[src/design/small_language_lexer_top_defines.svh]
// Assertion macros for the lexer. Define NO_ASSERTIONS to compile them away.
`ifndef SMALL_LANGUAGE_LEXER_TOP_DEFINES_SVH
`define SMALL_LANGUAGE_LEXER_TOP_DEFINES_SVH
`ifndef NO_ASSERTIONS
// Property that must hold at every clock edge out of reset.
`define SLL_ASSERT(lbl, clk, rstn, prop) \
    lbl: assert property (@(posedge clk) disable iff (!rstn) (prop)) \
        else $error("small_language_lexer: check failed");
// Condition in one cycle that implies a consequence in the next.
`define SLL_ASSERT_NEXT(lbl, clk, rstn, ante, cons) \
    lbl: assert property (@(posedge clk) disable iff (!rstn) (ante) |=> (cons)) \
        else $error("small_language_lexer: check failed");
`else
`define SLL_ASSERT(lbl, clk, rstn, prop)
`define SLL_ASSERT_NEXT(lbl, clk, rstn, ante, cons)
`endif
`endif

[src/design/sll_pkg.sv]
`default_nettype none

package sll_pkg;

    localparam int MAX_IDENT_DEF = 127;
    localparam int POS_W  = 16;
    localparam int KIND_W = 5;
    localparam int MODE_W = 3;

    localparam logic [POS_W-1:0] POS_MAX = '1;

    // scanner modes
    localparam logic [MODE_W-1:0] MODE_IDLE   = 3'd0;
    localparam logic [MODE_W-1:0] MODE_IDENT  = 3'd1;
    localparam logic [MODE_W-1:0] MODE_NUMBER = 3'd2;
    localparam logic [MODE_W-1:0] MODE_GT     = 3'd3;
    localparam logic [MODE_W-1:0] MODE_LT     = 3'd4;
    localparam logic [MODE_W-1:0] MODE_EQ     = 3'd5;
    localparam logic [MODE_W-1:0] MODE_BANG   = 3'd6;

    // token kinds
    localparam logic [KIND_W-1:0] K_NUMBER    = 5'd0;
    localparam logic [KIND_W-1:0] K_IDENT     = 5'd1;
    localparam logic [KIND_W-1:0] K_PLUS      = 5'd2;
    localparam logic [KIND_W-1:0] K_MINUS     = 5'd3;
    localparam logic [KIND_W-1:0] K_TIMES     = 5'd4;
    localparam logic [KIND_W-1:0] K_DIV       = 5'd5;
    localparam logic [KIND_W-1:0] K_MOD       = 5'd6;
    localparam logic [KIND_W-1:0] K_GT        = 5'd7;
    localparam logic [KIND_W-1:0] K_GEQ       = 5'd8;
    localparam logic [KIND_W-1:0] K_LT        = 5'd9;
    localparam logic [KIND_W-1:0] K_LEQ       = 5'd10;
    localparam logic [KIND_W-1:0] K_EQ        = 5'd11;
    localparam logic [KIND_W-1:0] K_NEQ       = 5'd12;
    localparam logic [KIND_W-1:0] K_BECOMES   = 5'd13;
    localparam logic [KIND_W-1:0] K_LPAREN    = 5'd14;
    localparam logic [KIND_W-1:0] K_RPAREN    = 5'd15;
    localparam logic [KIND_W-1:0] K_LBRACE    = 5'd16;
    localparam logic [KIND_W-1:0] K_RBRACE    = 5'd17;
    localparam logic [KIND_W-1:0] K_COMMA     = 5'd18;
    localparam logic [KIND_W-1:0] K_SEMICOLON = 5'd19;
    localparam logic [KIND_W-1:0] K_RESERVED0 = 5'd20;
    localparam logic [KIND_W-1:0] K_END       = 5'd28;
    localparam logic [KIND_W-1:0] K_ILLEGAL   = 5'd29;

    // output register sources
    localparam logic [1:0] SRC_A      = 2'd0;
    localparam logic [1:0] SRC_B_NOW  = 2'd1;
    localparam logic [1:0] SRC_B_HELD = 2'd2;
    localparam logic [1:0] SRC_CHUNK  = 2'd3;

    localparam logic [7:0] CH_TAB = 8'h09;
    localparam logic [7:0] CH_LF  = 8'h0A;
    localparam logic [7:0] CH_CR  = 8'h0D;

    // reserved words, first character in the low byte
    localparam logic [63:0] KW_TEXT [0:7] = '{
        64'h0000_0000_0000_6669,   // if
        64'h0000_0000_6573_6c65,   // else
        64'h0000_0065_6c69_6877,   // while
        64'h0000_6e72_7574_6572,   // return
        64'h0000_0000_0072_6176,   // var
        64'h0000_0000_006e_7566,   // fun
        64'h0000_0000_6469_6f76,   // void
        64'h0000_0000_0074_6e69    // int
    };
    localparam logic [3:0] KW_LEN [0:7] = '{
        4'd2, 4'd4, 4'd5, 4'd6, 4'd3, 4'd3, 4'd4, 4'd3
    };

    typedef struct packed {
        logic       accept;
        logic       load;
        logic [1:0] src;
        logic       last;
        logic       rd;
        logic       k_clr;
        logic       k_inc;
        logic       wr_first;
    } cmd_t;

    typedef struct packed {
        logic a_simple;
        logic a_ident;
        logic b_valid;
        logic chunk_final;
    } sts_t;

    function automatic logic [POS_W-1:0] sat_inc(input logic [POS_W-1:0] v);
        return (v == POS_MAX) ? v : v + 1'b1;
    endfunction

    function automatic logic is_alpha(input logic [7:0] b);
        return (b >= "A" && b <= "Z") || (b >= "a" && b <= "z");
    endfunction

    function automatic logic is_digit(input logic [7:0] b);
        return b >= "0" && b <= "9";
    endfunction

    function automatic logic is_space(input logic [7:0] b);
        return b == " " || (b >= CH_TAB && b <= CH_CR);
    endfunction

    // keep the low n bytes of a word
    function automatic logic [63:0] byte_mask(input logic [3:0] n);
        logic [63:0] m;
        m = '0;
        for (int i = 0; i < 8; i++) begin
            m[8*i +: 8] = (4'(i) < n) ? 8'hFF : 8'h00;
        end
        return m;
    endfunction

    // {hit, kind} for a held identifier head
    function automatic logic [KIND_W:0] kw_lookup(input logic [63:0] head,
                                                  input logic [7:0]  len);
        logic [KIND_W:0] r;
        r = '0;
        for (int k = 0; k < 8; k++) begin
            if (len == {4'd0, KW_LEN[k]} &&
                (head & byte_mask(KW_LEN[k])) == KW_TEXT[k]) begin
                r = {1'b1, K_RESERVED0 + KIND_W'(k)};
            end
        end
        return r;
    endfunction

endpackage

`default_nettype wire

[src/design/sll_datapath.sv]
`default_nettype none

module sll_datapath
    import sll_pkg::*;
#(
    parameter int MAX_IDENT = MAX_IDENT_DEF
) (
    input  wire                     aclk,
    input  wire                     aresetn,
    input  wire  [7:0]              s_in_byte,
    input  wire                     s_end_mark,
    input  cmd_t                    cmd,
    output sts_t                    sts,
    output logic [KIND_W-1:0]       m_kind,
    output logic signed [31:0]      m_number_value,
    output logic [POS_W-1:0]        m_start_row,
    output logic [POS_W-1:0]        m_start_col,
    output logic [63:0]             m_text_chunk,
    output logic [3:0]              m_text_bytes,
    output logic                    m_token_done,
    output logic                    m_last
);

    localparam int LW    = $clog2(MAX_IDENT + 1);
    localparam int RW    = LW - 3;
    localparam int NROWS = 2 ** RW;

    // scanner state
    logic [MODE_W-1:0] mode_reg;
    logic [LW-1:0]     len_reg;
    logic [31:0]       accum_reg;
    logic [POS_W-1:0]  tok_row_reg, tok_col_reg, cur_row_reg, cur_col_reg;
    logic [63:0]       head_reg;

    // identifier flush context
    logic [LW-1:0]     fl_len_reg;
    logic [POS_W-1:0]  fl_row_reg, fl_col_reg;
    logic [7:0]        hold_byte_reg;
    logic              hold_wr_reg;
    logic [RW-1:0]     k_reg, k_next;
    logic [63:0]       rdata_reg;

    // second result held across a flush
    logic [KIND_W-1:0] b_kind_reg;
    logic [POS_W-1:0]  b_row_reg, b_col_reg;

    // output register
    logic [KIND_W-1:0] kind_reg;
    logic [31:0]       num_reg;
    logic [POS_W-1:0]  row_reg, col_reg;
    logic [63:0]       chunk_reg;
    logic [3:0]        bytes_reg;
    logic              done_reg, last_reg;

    logic [63:0]       store_mem [0:NROWS-1];

    // decode
    logic [POS_W-1:0]  row_n, col_n, col_inc;
    logic              word;
    logic [MODE_W-1:0] st_mode;
    logic              st_emit;
    logic [KIND_W-1:0] st_kind;
    logic [KIND_W:0]   kw_res;
    logic              flush_now, too_long, pair_done, ident_keep, num_keep, apply_start;
    logic              a_ident, a_simple, b_valid;
    logic [KIND_W-1:0] a_kind, b_kind;
    logic [31:0]       a_num, accum_step;
    logic [POS_W-1:0]  b_row, b_col;
    logic              now_wr, wr_en;
    logic [RW-1:0]     wr_row;
    logic [2:0]        wr_lane;
    logic [7:0]        wr_data;
    logic [LW-1:0]     rem;
    logic              chunk_final;
    logic [3:0]        chunk_n;

    assign word    = is_alpha(s_in_byte) || is_digit(s_in_byte) || s_in_byte == "_";
    assign col_inc = sat_inc(cur_col_reg);
    assign col_n   = (s_in_byte == CH_LF) ? '0 : col_inc;
    assign row_n   = (s_in_byte == CH_LF) ? sat_inc(cur_row_reg) : cur_row_reg;
    assign kw_res  = kw_lookup(head_reg, 8'(len_reg));
    assign accum_step = {accum_reg[28:0], 3'b000} + {accum_reg[30:0], 1'b0}
                      + 32'(s_in_byte[3:0]);

    // what a byte does when it opens a token
    always_comb begin
        st_mode = MODE_IDLE;
        st_emit = 1'b0;
        st_kind = K_ILLEGAL;
        if (is_alpha(s_in_byte) || s_in_byte == "_") begin
            st_mode = MODE_IDENT;
        end else if (is_digit(s_in_byte)) begin
            st_mode = MODE_NUMBER;
        end else if (!is_space(s_in_byte)) begin
            st_emit = 1'b1;
            unique case (s_in_byte)
                ">": begin st_mode = MODE_GT;   st_emit = 1'b0; end
                "<": begin st_mode = MODE_LT;   st_emit = 1'b0; end
                "=": begin st_mode = MODE_EQ;   st_emit = 1'b0; end
                "!": begin st_mode = MODE_BANG; st_emit = 1'b0; end
                "+": st_kind = K_PLUS;
                "-": st_kind = K_MINUS;
                "*": st_kind = K_TIMES;
                "/": st_kind = K_DIV;
                "%": st_kind = K_MOD;
                "(": st_kind = K_LPAREN;
                ")": st_kind = K_RPAREN;
                "{": st_kind = K_LBRACE;
                "}": st_kind = K_RBRACE;
                ",": st_kind = K_COMMA;
                ";": st_kind = K_SEMICOLON;
                default: st_kind = K_ILLEGAL;
            endcase
        end
    end

    // what the pending token does with this item
    always_comb begin
        flush_now  = 1'b0;
        too_long   = 1'b0;
        pair_done  = 1'b0;
        ident_keep = 1'b0;
        num_keep   = 1'b0;
        unique case (mode_reg) inside
            MODE_IDENT: begin
                if (s_end_mark || !word)            flush_now  = 1'b1;
                else if (len_reg >= LW'(MAX_IDENT)) too_long   = 1'b1;
                else                                ident_keep = 1'b1;
            end
            MODE_NUMBER: begin
                if (s_end_mark || !is_digit(s_in_byte)) flush_now = 1'b1;
                else                                    num_keep  = 1'b1;
            end
            MODE_GT, MODE_LT, MODE_EQ, MODE_BANG: begin
                if (s_end_mark || s_in_byte != "=") flush_now = 1'b1;
                else                                pair_done = 1'b1;
            end
            default: flush_now = 1'b0;
        endcase
        apply_start = !s_end_mark && !ident_keep && !num_keep && !pair_done;

        a_ident  = flush_now && mode_reg == MODE_IDENT && !kw_res[KIND_W];
        a_simple = (flush_now && !a_ident) || too_long || pair_done;
        a_num    = (flush_now && mode_reg == MODE_NUMBER) ? accum_reg : '0;

        a_kind = K_ILLEGAL;
        if (too_long) begin
            a_kind = K_ILLEGAL;
        end else if (pair_done) begin
            unique case (mode_reg) inside
                MODE_GT: a_kind = K_GEQ;
                MODE_LT: a_kind = K_LEQ;
                MODE_EQ: a_kind = K_EQ;
                default: a_kind = K_NEQ;
            endcase
        end else begin
            unique case (mode_reg) inside
                MODE_IDENT:  a_kind = kw_res[KIND_W-1:0];
                MODE_NUMBER: a_kind = K_NUMBER;
                MODE_GT:     a_kind = K_GT;
                MODE_LT:     a_kind = K_LT;
                MODE_EQ:     a_kind = K_BECOMES;
                default:     a_kind = K_ILLEGAL;
            endcase
        end

        if (s_end_mark) begin
            b_valid = 1'b1;
            b_kind  = K_END;
            b_row   = cur_row_reg;
            b_col   = col_inc;
        end else begin
            b_valid = apply_start && st_emit;
            b_kind  = st_kind;
            b_row   = row_n;
            b_col   = col_n;
        end
    end

    assign sts.a_simple    = a_simple;
    assign sts.a_ident     = a_ident;
    assign sts.b_valid     = b_valid;
    assign sts.chunk_final = chunk_final;

    // chunk bookkeeping
    assign rem         = fl_len_reg - {k_reg, 3'b000};
    assign chunk_final = rem <= LW'(8);
    assign chunk_n     = chunk_final ? rem[3:0] : 4'd8;
    assign k_next      = cmd.k_clr ? '0 : (cmd.k_inc ? k_reg + 1'b1 : k_reg);

    // store write: continuing identifier, fresh identifier, or deferred first byte
    assign now_wr  = cmd.accept &&
                     (ident_keep || (apply_start && st_mode == MODE_IDENT && !a_ident));
    assign wr_en   = now_wr || (cmd.wr_first && hold_wr_reg);
    assign wr_row  = (now_wr && ident_keep) ? len_reg[LW-1:3] : '0;
    assign wr_lane = (now_wr && ident_keep) ? len_reg[2:0] : 3'd0;
    assign wr_data = now_wr ? s_in_byte : hold_byte_reg;

    always_ff @(posedge aclk) begin
        if (wr_en) begin
            store_mem[wr_row][8*wr_lane +: 8] <= wr_data;
        end
        if (cmd.rd) begin
            rdata_reg <= store_mem[k_next];
        end
    end

    always_ff @(posedge aclk) begin
        if (!aresetn) begin
            mode_reg    <= MODE_IDLE;
            len_reg     <= '0;
            accum_reg   <= '0;
            tok_row_reg <= POS_W'(1);
            tok_col_reg <= POS_W'(1);
            cur_row_reg <= POS_W'(1);
            cur_col_reg <= '0;
            hold_wr_reg <= 1'b0;
        end else if (cmd.accept) begin
            if (s_end_mark) begin
                mode_reg    <= MODE_IDLE;
                len_reg     <= '0;
                accum_reg   <= '0;
                tok_row_reg <= POS_W'(1);
                tok_col_reg <= POS_W'(1);
                cur_row_reg <= POS_W'(1);
                cur_col_reg <= '0;
            end else begin
                cur_row_reg <= row_n;
                cur_col_reg <= col_n;
                if (apply_start) begin
                    mode_reg  <= st_mode;
                    len_reg   <= (st_mode == MODE_IDENT) ? LW'(1) : '0;
                    accum_reg <= (st_mode == MODE_NUMBER) ? 32'(s_in_byte[3:0]) : '0;
                    if (!is_space(s_in_byte)) begin
                        tok_row_reg <= row_n;
                        tok_col_reg <= col_n;
                    end
                end else if (pair_done) begin
                    mode_reg <= MODE_IDLE;
                end else if (ident_keep) begin
                    len_reg <= len_reg + 1'b1;
                end else if (num_keep) begin
                    accum_reg <= accum_step;
                end
            end
            hold_wr_reg <= a_ident && apply_start && st_mode == MODE_IDENT;
        end
    end

    // payload registers
    always_ff @(posedge aclk) begin
        k_reg <= k_next;
        if (cmd.accept) begin
            if (apply_start) begin
                head_reg[7:0] <= s_in_byte;
            end else if (ident_keep && len_reg < LW'(8)) begin
                head_reg[8*len_reg[2:0] +: 8] <= s_in_byte;
            end
            b_kind_reg <= b_kind;
            b_row_reg  <= b_row;
            b_col_reg  <= b_col;
            if (a_ident) begin
                fl_len_reg    <= len_reg;
                fl_row_reg    <= tok_row_reg;
                fl_col_reg    <= tok_col_reg;
                hold_byte_reg <= s_in_byte;
            end
        end
        if (cmd.load) begin
            last_reg <= cmd.last;
            case (cmd.src)
                SRC_A: begin
                    kind_reg  <= a_kind;
                    num_reg   <= a_num;
                    row_reg   <= tok_row_reg;
                    col_reg   <= tok_col_reg;
                    chunk_reg <= '0;
                    bytes_reg <= 4'd0;
                    done_reg  <= 1'b1;
                end
                SRC_B_NOW: begin
                    kind_reg  <= b_kind;
                    num_reg   <= '0;
                    row_reg   <= b_row;
                    col_reg   <= b_col;
                    chunk_reg <= '0;
                    bytes_reg <= 4'd0;
                    done_reg  <= 1'b1;
                end
                SRC_B_HELD: begin
                    kind_reg  <= b_kind_reg;
                    num_reg   <= '0;
                    row_reg   <= b_row_reg;
                    col_reg   <= b_col_reg;
                    chunk_reg <= '0;
                    bytes_reg <= 4'd0;
                    done_reg  <= 1'b1;
                end
                default: begin
                    kind_reg  <= K_IDENT;
                    num_reg   <= '0;
                    row_reg   <= fl_row_reg;
                    col_reg   <= fl_col_reg;
                    chunk_reg <= rdata_reg & byte_mask(chunk_n);
                    bytes_reg <= chunk_n;
                    done_reg  <= chunk_final;
                end
            endcase
        end
    end

    assign m_kind         = kind_reg;
    assign m_number_value = signed'(num_reg);
    assign m_start_row    = row_reg;
    assign m_start_col    = col_reg;
    assign m_text_chunk   = chunk_reg;
    assign m_text_bytes   = bytes_reg;
    assign m_token_done   = done_reg;
    assign m_last         = last_reg;

endmodule

`default_nettype wire

[src/design/sll_ctrl.sv]
`default_nettype none

module sll_ctrl
    import sll_pkg::*;
(
    input  wire   aclk,
    input  wire   aresetn,
    input  wire   s_valid,
    output logic  s_ready,
    output logic  m_valid,
    input  wire   m_ready,
    input  sts_t  sts,
    output cmd_t  cmd
);

    localparam logic [1:0] ST_RUN   = 2'd0;
    localparam logic [1:0] ST_RD    = 2'd1;
    localparam logic [1:0] ST_CHUNK = 2'd2;
    localparam logic [1:0] ST_TAIL  = 2'd3;

    logic [1:0] state_reg, state_next;
    logic       m_valid_reg, m_valid_next;
    logic       b_pend_reg, b_pend_next;
    logic       out_free;

    assign out_free = !m_valid_reg || m_ready;

    always_comb begin
        state_next  = state_reg;
        b_pend_next = b_pend_reg;
        cmd         = '0;
        s_ready     = 1'b0;
        unique case (state_reg)
            ST_RUN: begin
                s_ready    = out_free;
                cmd.accept = s_valid && out_free;
                if (cmd.accept) begin
                    b_pend_next = sts.b_valid;
                    if (sts.a_simple) begin
                        cmd.load = 1'b1;
                        cmd.src  = SRC_A;
                        cmd.last = !sts.b_valid;
                        if (sts.b_valid) begin
                            state_next = ST_TAIL;
                        end
                    end else if (sts.a_ident) begin
                        cmd.k_clr  = 1'b1;
                        state_next = ST_RD;
                    end else if (sts.b_valid) begin
                        cmd.load = 1'b1;
                        cmd.src  = SRC_B_NOW;
                        cmd.last = 1'b1;
                    end
                end
            end
            ST_RD: begin
                cmd.rd     = 1'b1;
                state_next = ST_CHUNK;
            end
            ST_CHUNK: begin
                if (out_free) begin
                    cmd.load = 1'b1;
                    cmd.src  = SRC_CHUNK;
                    cmd.last = sts.chunk_final && !b_pend_reg;
                    if (sts.chunk_final) begin
                        cmd.wr_first = 1'b1;
                        state_next   = b_pend_reg ? ST_TAIL : ST_RUN;
                    end else begin
                        cmd.k_inc = 1'b1;
                        cmd.rd    = 1'b1;
                    end
                end
            end
            ST_TAIL: begin
                if (out_free) begin
                    cmd.load   = 1'b1;
                    cmd.src    = SRC_B_HELD;
                    cmd.last   = 1'b1;
                    state_next = ST_RUN;
                end
            end
        endcase
        m_valid_next = cmd.load ? 1'b1 : (m_ready ? 1'b0 : m_valid_reg);
    end

    always_ff @(posedge aclk) begin
        if (!aresetn) begin
            state_reg   <= ST_RUN;
            m_valid_reg <= 1'b0;
            b_pend_reg  <= 1'b0;
        end else begin
            state_reg   <= state_next;
            m_valid_reg <= m_valid_next;
            b_pend_reg  <= b_pend_next;
        end
    end

    assign m_valid = m_valid_reg;

endmodule

`default_nettype wire

[src/design/small_language_lexer_top.sv]
// Channel  | Handshake          | Word
// ---------+--------------------+--------------------------------------------------
// input    | s_valid / s_ready  | s_in_byte, s_end_mark
// result   | m_valid / m_ready  | m_kind, m_number_value, m_start_row, m_start_col,
//          |                    | m_text_chunk, m_text_bytes, m_token_done, m_last
//
// A byte that gives two simple results holds s_ready low until the second is loaded,
// as both leave through the single output register.
// Flushing an identifier reads the store first, then emits it as 8-byte chunks,
// and then a trailing token if one is pending.
// Reset is synchronous, active low; the identifier store needs no clearing pass.
// A stalled result register holds s_ready low until it is taken.
`default_nettype none
`include "small_language_lexer_top_defines.svh"

module small_language_lexer_top
    import sll_pkg::*;
#(
    // longest identifier held before it is cut off as ILLEGAL
    parameter int MAX_IDENT = MAX_IDENT_DEF
) (
    input  wire                  aclk,
    input  wire                  aresetn,
    input  wire                  s_valid,
    output logic                 s_ready,
    input  wire  [7:0]           s_in_byte,
    input  wire                  s_end_mark,
    output logic                 m_valid,
    input  wire                  m_ready,
    output logic [KIND_W-1:0]    m_kind,
    output logic signed [31:0]   m_number_value,
    output logic [POS_W-1:0]     m_start_row,
    output logic [POS_W-1:0]     m_start_col,
    output logic [63:0]          m_text_chunk,
    output logic [3:0]           m_text_bytes,
    output logic                 m_token_done,
    output logic                 m_last
);

    cmd_t cmd;
    sts_t sts;

    // Controller: owns the handshakes and sequences flush, chunk and tail words.
    sll_ctrl u_ctrl (
        .aclk    (aclk),
        .aresetn (aresetn),
        .s_valid (s_valid),
        .s_ready (s_ready),
        .m_valid (m_valid),
        .m_ready (m_ready),
        .sts     (sts),
        .cmd     (cmd)
    );

    // Datapath: scanner state, identifier store and the output register.
    sll_datapath #(
        .MAX_IDENT (MAX_IDENT)
    ) u_dp (
        .aclk           (aclk),
        .aresetn        (aresetn),
        .s_in_byte      (s_in_byte),
        .s_end_mark     (s_end_mark),
        .cmd            (cmd),
        .sts            (sts),
        .m_kind         (m_kind),
        .m_number_value (m_number_value),
        .m_start_row    (m_start_row),
        .m_start_col    (m_start_col),
        .m_text_chunk   (m_text_chunk),
        .m_text_bytes   (m_text_bytes),
        .m_token_done   (m_token_done),
        .m_last         (m_last)
    );

    // A new word goes into the output register only once the old one is gone.
    `SLL_ASSERT(a_load_when_free, aclk, aresetn, cmd.load |-> (!m_valid || m_ready))
    // An identifier flush drops s_ready while its chunks are read out.
    `SLL_ASSERT_NEXT(a_flush_stalls, aclk, aresetn, cmd.accept && sts.a_ident, !s_ready)
    // Only full identifier chunks leave with the token still open.
    `SLL_ASSERT(a_open_chunk, aclk, aresetn, (m_valid && !m_token_done) |-> (m_kind == K_IDENT && m_text_bytes == 4'd8 && !m_last))

endmodule

`default_nettype wire
[config.mk]
export PLATFORM = sky130hd
export DESIGN_NAME = small_language_lexer_top
export DESIGN_NICKNAME = d
export VERILOG_FILES = /design/src/design/sll_pkg.sv /design/src/design/sll_datapath.sv /design/src/design/sll_ctrl.sv /design/src/design/small_language_lexer_top.sv
export VERILOG_INCLUDE_DIRS = /design/src /design/src/design
export SDC_FILE = /design/constraint.sdc
export NUM_CORES = 2
export LEC_CHECK = 0
export ABC_AREA = 1
export BUFFER_PORTS_ARGS = -buffer_cell sky130_fd_sc_hd__buf_2
export CAP_MARGIN = 40
export CORE_MARGIN = 1.5
export CORE_UTILIZATION = 45
export CTS_CLUSTER_DIAMETER = 80
export DETAILED_ROUTE_END_ITERATION = 10
export GPL_ROUTABILITY_DRIVEN = 0
export PLACE_DENSITY_LB_ADDON = 0.15
export SYNTH_ARGS = -nofsm -noshare
export SYNTH_HDL_FRONTEND = slang
export SYNTH_HIERARCHICAL = 1
export SYNTH_SLANG_ARGS = --single-unit
[constraint.sdc]
create_clock -name aclk -period 12.2 [get_ports aclk]
set_input_delay 3.66 -clock aclk [delete_from_list [all_inputs] [get_ports aclk]]
set_output_delay 3.66 -clock aclk [all_outputs]
set_load 0.01 [all_outputs]
### Word-level counts from Yosys, hierarchy flattened

Memories as Yosys holds them, arrays and structs flattened. A register that Yosys moved wholly into a read port is not among the register bits.
Cells that the tools add are included.
W data, S select, Z words.

| storage, ports and cells | value |
|---|---|
| bits in writable memories | 1024 |
| output and inout port bits | 141 |
| ROM bits | 0 |
| memories kept | 1 |
| flip-flop bits (word level) | 402 |
| latch bits | 0 |

| operators by class | value |
|---|---|
| reductions and logical operators | 75 |
| shift-type cells | 4 |
| bitwise operators | 2 |
| multiply operators | 0 |
| magnitude comparators | 19 |
| div/mod/pow operators | 0 |
| equal/unequal tests | 56 |
| muxes and demuxes | 119 |
| $add $sub $neg | 9 |

Memories:

| name | words | width | rd ports | clocked after Yosys merged registers in | write ports | RTL line | source |
|---|---|---|---|---|---|---|---|
| u_dp.store_mem | 16 | 64 | 1 | 1 | 1 | sll_datapath.sv:55 | `logic [63:0] store_mem [0:NROWS-1];` |

Operators by type and width:

| operator | number |
|---|---|
| $mux W16 | 14 |
| $mux W32 | 5 |
| $shift A8 B34 Y64 const A | 2 |
| $shiftx A8 B34 Y64 | 2 |
| $eq A8 B6 Y1 const B | 14 |
| $pmux W16 S3 | 2 |
| $mux W8 | 11 |
| $eq A24 B23 Y1 const B | 3 |
| $neg A6 Y34 | 2 |
| $and A64 B64 Y64 | 1 |
| $bwmux W64 | 1 |
| $eq A32 B31 Y1 const B | 2 |
| $mux W64 | 1 |
| $pmux W5 S11 | 1 |
| $eq A48 B47 Y1 const B | 1 |
| $mux W6 | 8 |
| $eq A40 B39 Y1 const B | 1 |
| $mux W4 | 10 |
| $mux W5 | 7 |
| $add A16 B1 Y16 const B | 2 |
| $add A32 B32 Y32 | 1 |
| $add A32 B4 Y32 | 1 |
| $eq A16 B16 Y1 const B | 2 |
| $logic_and A1 B1 Y1 | 30 |
| 54 further kinds | 160 |

### Logic depth before layout (Yosys ltp)

| depth | value |
|---|---|
| depth in word-level cells | 22 |
| mapped depth | 26 |
| mapped depth without buffers | 23 |

### Hierarchy

Netlist, hierarchy kept.

By module, submodules not included:

| module | area each (µm²) | times used | cells each | seq. area each (µm²) |
|---|---|---|---|---|
| sll_datapath | 61815.5 | 1 | 5330 | 43031.3 |
| sll_ctrl | 456.7 | 1 | 78 | 80.1 |

### Least setup slack after synthesis

Ideal clock, no wire load.

| timing path | value |
|---|---|
| path kind | input to register |
| from | input m_ready |
| to | register u_dp.rdata_reg[0] (read register of u_dp.store_mem), enable pin |
| slack | 3071 ps |
| path buffers | 0 |
| required time | 11616 ps |
| stages | 4 |
| arrival | 8546 ps |
| setup time | 584 ps |
| path through | nor2_1 nor2_1 nand2_1 a21boi_0 |

RTL lines:

| element | RTL line | source |
|---|---|---|
| start, declared | small_language_lexer_top.sv:29 | `input wire m_ready,` |
| end, declared | sll_datapath.sv:41 | `logic [63:0] rdata_reg;` |

==> tab_implementation.tex <==
\begin{tabular}{lr}
\hline
Metric & Value \\
\hline
\multicolumn{2}{l}{\textbf{Status}} \\
\quad Status & complete, no violations \\
\multicolumn{2}{l}{\textbf{Yosys}} \\
\quad Netlist cell types & 60 \\
\quad Share of flip-flops with an asynchronous set or reset & 0\% \\
\quad Flip-flop cell with the highest count after synthesis & edfxtp\_1 \\
\quad Area share of and/or/nand/nor cells after synthesis & 13.5\% \\
\quad Dominant combinational cell family by area after synthesis & simple AND/OR/NAND/NOR gates \\
\quad Netlist Area Pre-Place & 0.0623 mm\^{}2 \\
\quad Number of synthesized flops with an enable pin & 1359 \\
\quad Parity-gate share of the synthesized area counting xor and xnor cells & 0.534\% \\
\quad Multiplexer area fraction after synthesis & 0\% \\
\quad Portion of the post-synthesis area used by sequential elements & 69.2\% \\
\quad Number of warnings issued by yosys & 6 \\
\quad Number of register bits inferred by synthesis & 1474 \\
\quad Fraction of the mapped netlist area in adder cells & 1.62\% \\
\quad Post-synthesis area per instance & 11.5 um\^{}2 \\
\quad Compound-Gate Fraction of Synth Area & 11.3\% \\
\quad Gate count of the mapped netlist & 5408 \\
\multicolumn{2}{l}{\textbf{Place}} \\
\quad Post-placement cell count & 7337 \\
\quad Area post-placement & 0.0663 mm\^{}2 \\
\quad Number of buffers added on ports & 153 \\
\quad Final HPWL DP & 109000 um \\
\multicolumn{2}{l}{\textbf{Worst setup path}} \\
\quad Category of the worst setup path capture point & flip-flop \\
\quad Launch point of the worst reg-to-reg path & u\_dp/len\_reg[0] \\
\quad Cell type of the slowest stage on the worst timing path & nor3\_1 \\
\quad Maximum single-stage delay on the critical path & 0.79 ns \\
\quad CP Launch Type & primary input \\
\quad R2r worst-path depth & 22 \\
\quad Worst setup path startpoint & s\_in\_byte[2] \\
\quad Worst Path Class, Setup & primary input to flip-flop \\
\quad Worst path arrival time & 8.96 ns \\
\quad Largest driver fanout on the critical path & 136 \\
\quad Required arrival time at the worst endpoint & 12.81 ns \\
\quad Worst path cell trace & buf\_2, inv\_2, nand2\_1, nor2\_2, nand2\_1, nand2\_1, nand2\_1, nand4\_2, inv\_1, o21ai\_0, nand3\_1, nand2\_1, nand3\_1, nor3\_1, nor3\_4, buf\_4, inv\_8, buf\_4, o21ai\_0, o221ai\_1, o21ai\_0, o21ai\_0 \\
\quad Critical path destination & u\_dp/rdata\_reg[33] \\
\quad Critical register-to-register path endpoint & u\_dp/rdata\_reg[33] \\
\quad Slack of the worst reg-to-reg path & 5.56 ns \\
\quad Cell seen most often among critical-path stages & nand2\_1 \\
\multicolumn{2}{l}{\textbf{Floorplan}} \\
\quad Overall die width & 375 um \\
\quad Core region area & 0.137 mm\^{}2 \\
\quad Height of the die & 375 um \\
\quad Initial Utilization & 45.3\% \\
\quad IO Pins & 154 \\
\quad Number of standard-cell rows in the floorplan & 136 \\
\quad Die Footprint & 0.141 mm\^{}2 \\
\multicolumn{2}{l}{\textbf{Clock tree}} \\
\quad Number of buffers inserted by hold repair at cts & 0 \\
\quad Clk slew on worst S/H paths & 0.06 ns \\
\quad TritonCTS clock tree & yes \\
\quad Max H-tree Level & 4 \\
\quad Resized cells post-CTS & 0 \\
\quad Clock root buffer master & clkbuf\_16 \\
\quad Number of post-CTS setup repair buffers & 0 \\
\quad \# clock sinks & 1474 \\
\quad Maximum clock insertion buffer count & 3 \\
\quad Number of buffers created by CTS & 160 \\
\quad Clk Latency, worst-skew pair & 0.79 ns \\
\multicolumn{2}{l}{\textbf{Pwr}} \\
\quad Static leakage & 26.8 nW \\
\quad Power per cell area & 228 mW/mm\^{}2 \\
\quad Peak supply drop & 0.276 mV \\
\multicolumn{2}{l}{\textbf{Routing}} \\
\quad Starting DRC count in detailed routing & 4183 \\
\quad Wire length after detailed routing & 173000 um \\
\quad WL met1 & 76900 um \\
\quad Via-per-instance ratio & 5.64 \\
\quad Total number of vias & 43100 \\
\quad Residual antenna-violating net count after detailed routing & 0 \\
\quad Highest routed layer & met4 \\
\quad DRC errors left & 0 \\
\quad Routed length per placed instance & 22.7 um \\
\quad Wire length on met3 & 10900 um \\
\quad Met2 layer wire length in the routed design & 80100 um \\
\quad Iteration count of the initial detailed-routing pass & 6 \\
\multicolumn{2}{l}{\textbf{Min path}} \\
\quad Classification of the worst-slack hold path & flip-flop to flip-flop \\
\multicolumn{2}{l}{\textbf{STA}} \\
\quad FMAX & 0.120 GHz \\
\quad Crit share post-route & 68.5\% \\
\quad Setup TNS & 0 ns \\
\quad Setup repair after global routing missed its margin & false \\
\quad Worst-margin pin slew & 0.977 ns \\
\quad Final worst path period need & 8.35 ns \\
\quad Setup-failing EPs final & 0 \\
\quad Final hold violations & 0 \\
\quad Post-route clock skew & 0.0291 ns \\
\quad Relative max-transition margin & 34.6\% \\
\quad Fin. max-slew vios & 0 \\
\multicolumn{2}{l}{\textbf{Finish}} \\
\quad Fraction of layout instances using a drive strength above 1 & 11.2\% \\
\quad Count of placed standard cells in the final layout, fillers left out & 7641 \\
\quad Top library cells by usage in the layout, fill and taps aside & edfxtp\_1 (1359), nor2\_1 (1063), o21ai\_0 (632) \\
\quad Fill count & 11900 \\
\quad Post-route standard cell area excluding fillers & 0.0718 mm\^{}2 \\
\quad Number of nets in the layout & 5803 \\
\quad Area growth from synthesis to layout & 15.3\% \\
\quad Most common cell after layout, fill and taps aside & edfxtp\_1 \\
\quad Max reg flops & 1024 \\
\multicolumn{2}{l}{\textbf{GRT}} \\
\quad Overall fraction of global-route tracks in use & 24.4\% \\
\quad Number of global-route vias before repair & 40900 \\
\quad First-pass GRT wire length & 261000 um \\
\quad Pin count of the biggest net entering global routing & 193 \\
\quad Number of antenna violations at the first check in global routing & 1 \\
\quad Global route overflow & 0 \\
\multicolumn{2}{l}{\textbf{Flow run}} \\
\quad Number of max-cap violations & 0 \\
\hline
\end{tabular}
## routing by layer
metal | global-route usage (%) | vias up
li1 | - | 20000
met4 | 7.98 | 0
met1 | 35.0 | 21300
met3 | 3.55 | 274
met2 | 38.4 | 1511
met5 | 0 | -
## synthesized netlist by cell type (98+ instances only)
cell | number | area [um^2]
o221ai_1 | 128 | 1120
o21ai_0 | 633 | 3170
dfxtp_1 | 115 | 2300
edfxtp_1 | 1359 | 40800
nand3_1 | 166 | 831
clkbuf_1 | 276 | 1040
a21oi_1 | 119 | 596
o211ai_1 | 125 | 938
nand4_1 | 98 | 613
nor2_1 | 1075 | 4040
inv_1 | 287 | 1080
nand2_1 | 556 | 2090
o22ai_1 | 128 | 801
## how the worst min path moves through the flow
stage / start / endpoint / slack (ns) / depth (start not counted)
finish: u_dp/hold_wr_reg / u_dp/hold_wr_reg / 0.44 / 2
global route: u_dp/hold_wr_reg / u_dp/hold_wr_reg / 0.45 / 2
CTS: u_dp/hold_wr_reg / u_dp/hold_wr_reg / 0.44 / 2
detailed placement: u_dp/hold_wr_reg / u_dp/hold_wr_reg / 0.43 / 2
global placement: u_dp/hold_wr_reg / u_dp/hold_wr_reg / 0.43 / 2
floorplan: u_dp/len_reg[3] / u_dp/fl_len_reg[3] / 0.40 / 0
## per-stage QoR
stage	utilization [%]	power (mW)	hold slack [ns]	setup slack [ns]
after global routing	52.3	17.3	0.454	3.44
after CTS	52.3	16.5	0.441	4.01
after floorplan	-	9.71	0.403	3.07
after detailed placement	48.3	11.5	0.431	3.18
final	52.3	16.4	0.444	3.85
after global placement	47.4	11.4	0.426	3.25
## critical path: cells and delay by family
family | cells | cell delay (ns)
compound gates | 5 | 0.91
buf+inv | 6 | 2.15
simple gates | 11 | 2.00
## where the power goes
part / internal [mW] / switching, mW
combinational: 1.50 / 3.74
sequential: 6.03 / 0.154
clock: 2.96 / 2.02
## layout make-up
type	count	area, um^2	share of cell area (%)
antenna	1	2.50	0.00349
clock buffer	202	4340	6.04
clock inverter	95	1070	1.50
inverter	300	1150	1.60
multi-input combinational	3435	17300	24.1
sequential	1474	43100	60.0
tap	1794	2240	3.13
timing repair buffer	340	2560	3.56
## logic make-up (layout without fill, tap and decap cells)
| family | Yosys count | in the layout |
|---|---|---|
| buffers and inverters | 610 | 937 |
| and+or+nand+nor | 2016 | 2016 |
| xor gates and xnor gates | 38 | 38 |
| adders and majority gates | 79 | 79 |
| AOI/OAI and AO/OA | 1190 | 1190 |
| DFF | 1474 | 1474 |
| other | 1 | 113 |
No activity file was read; power rests on OpenSTA's default activity.
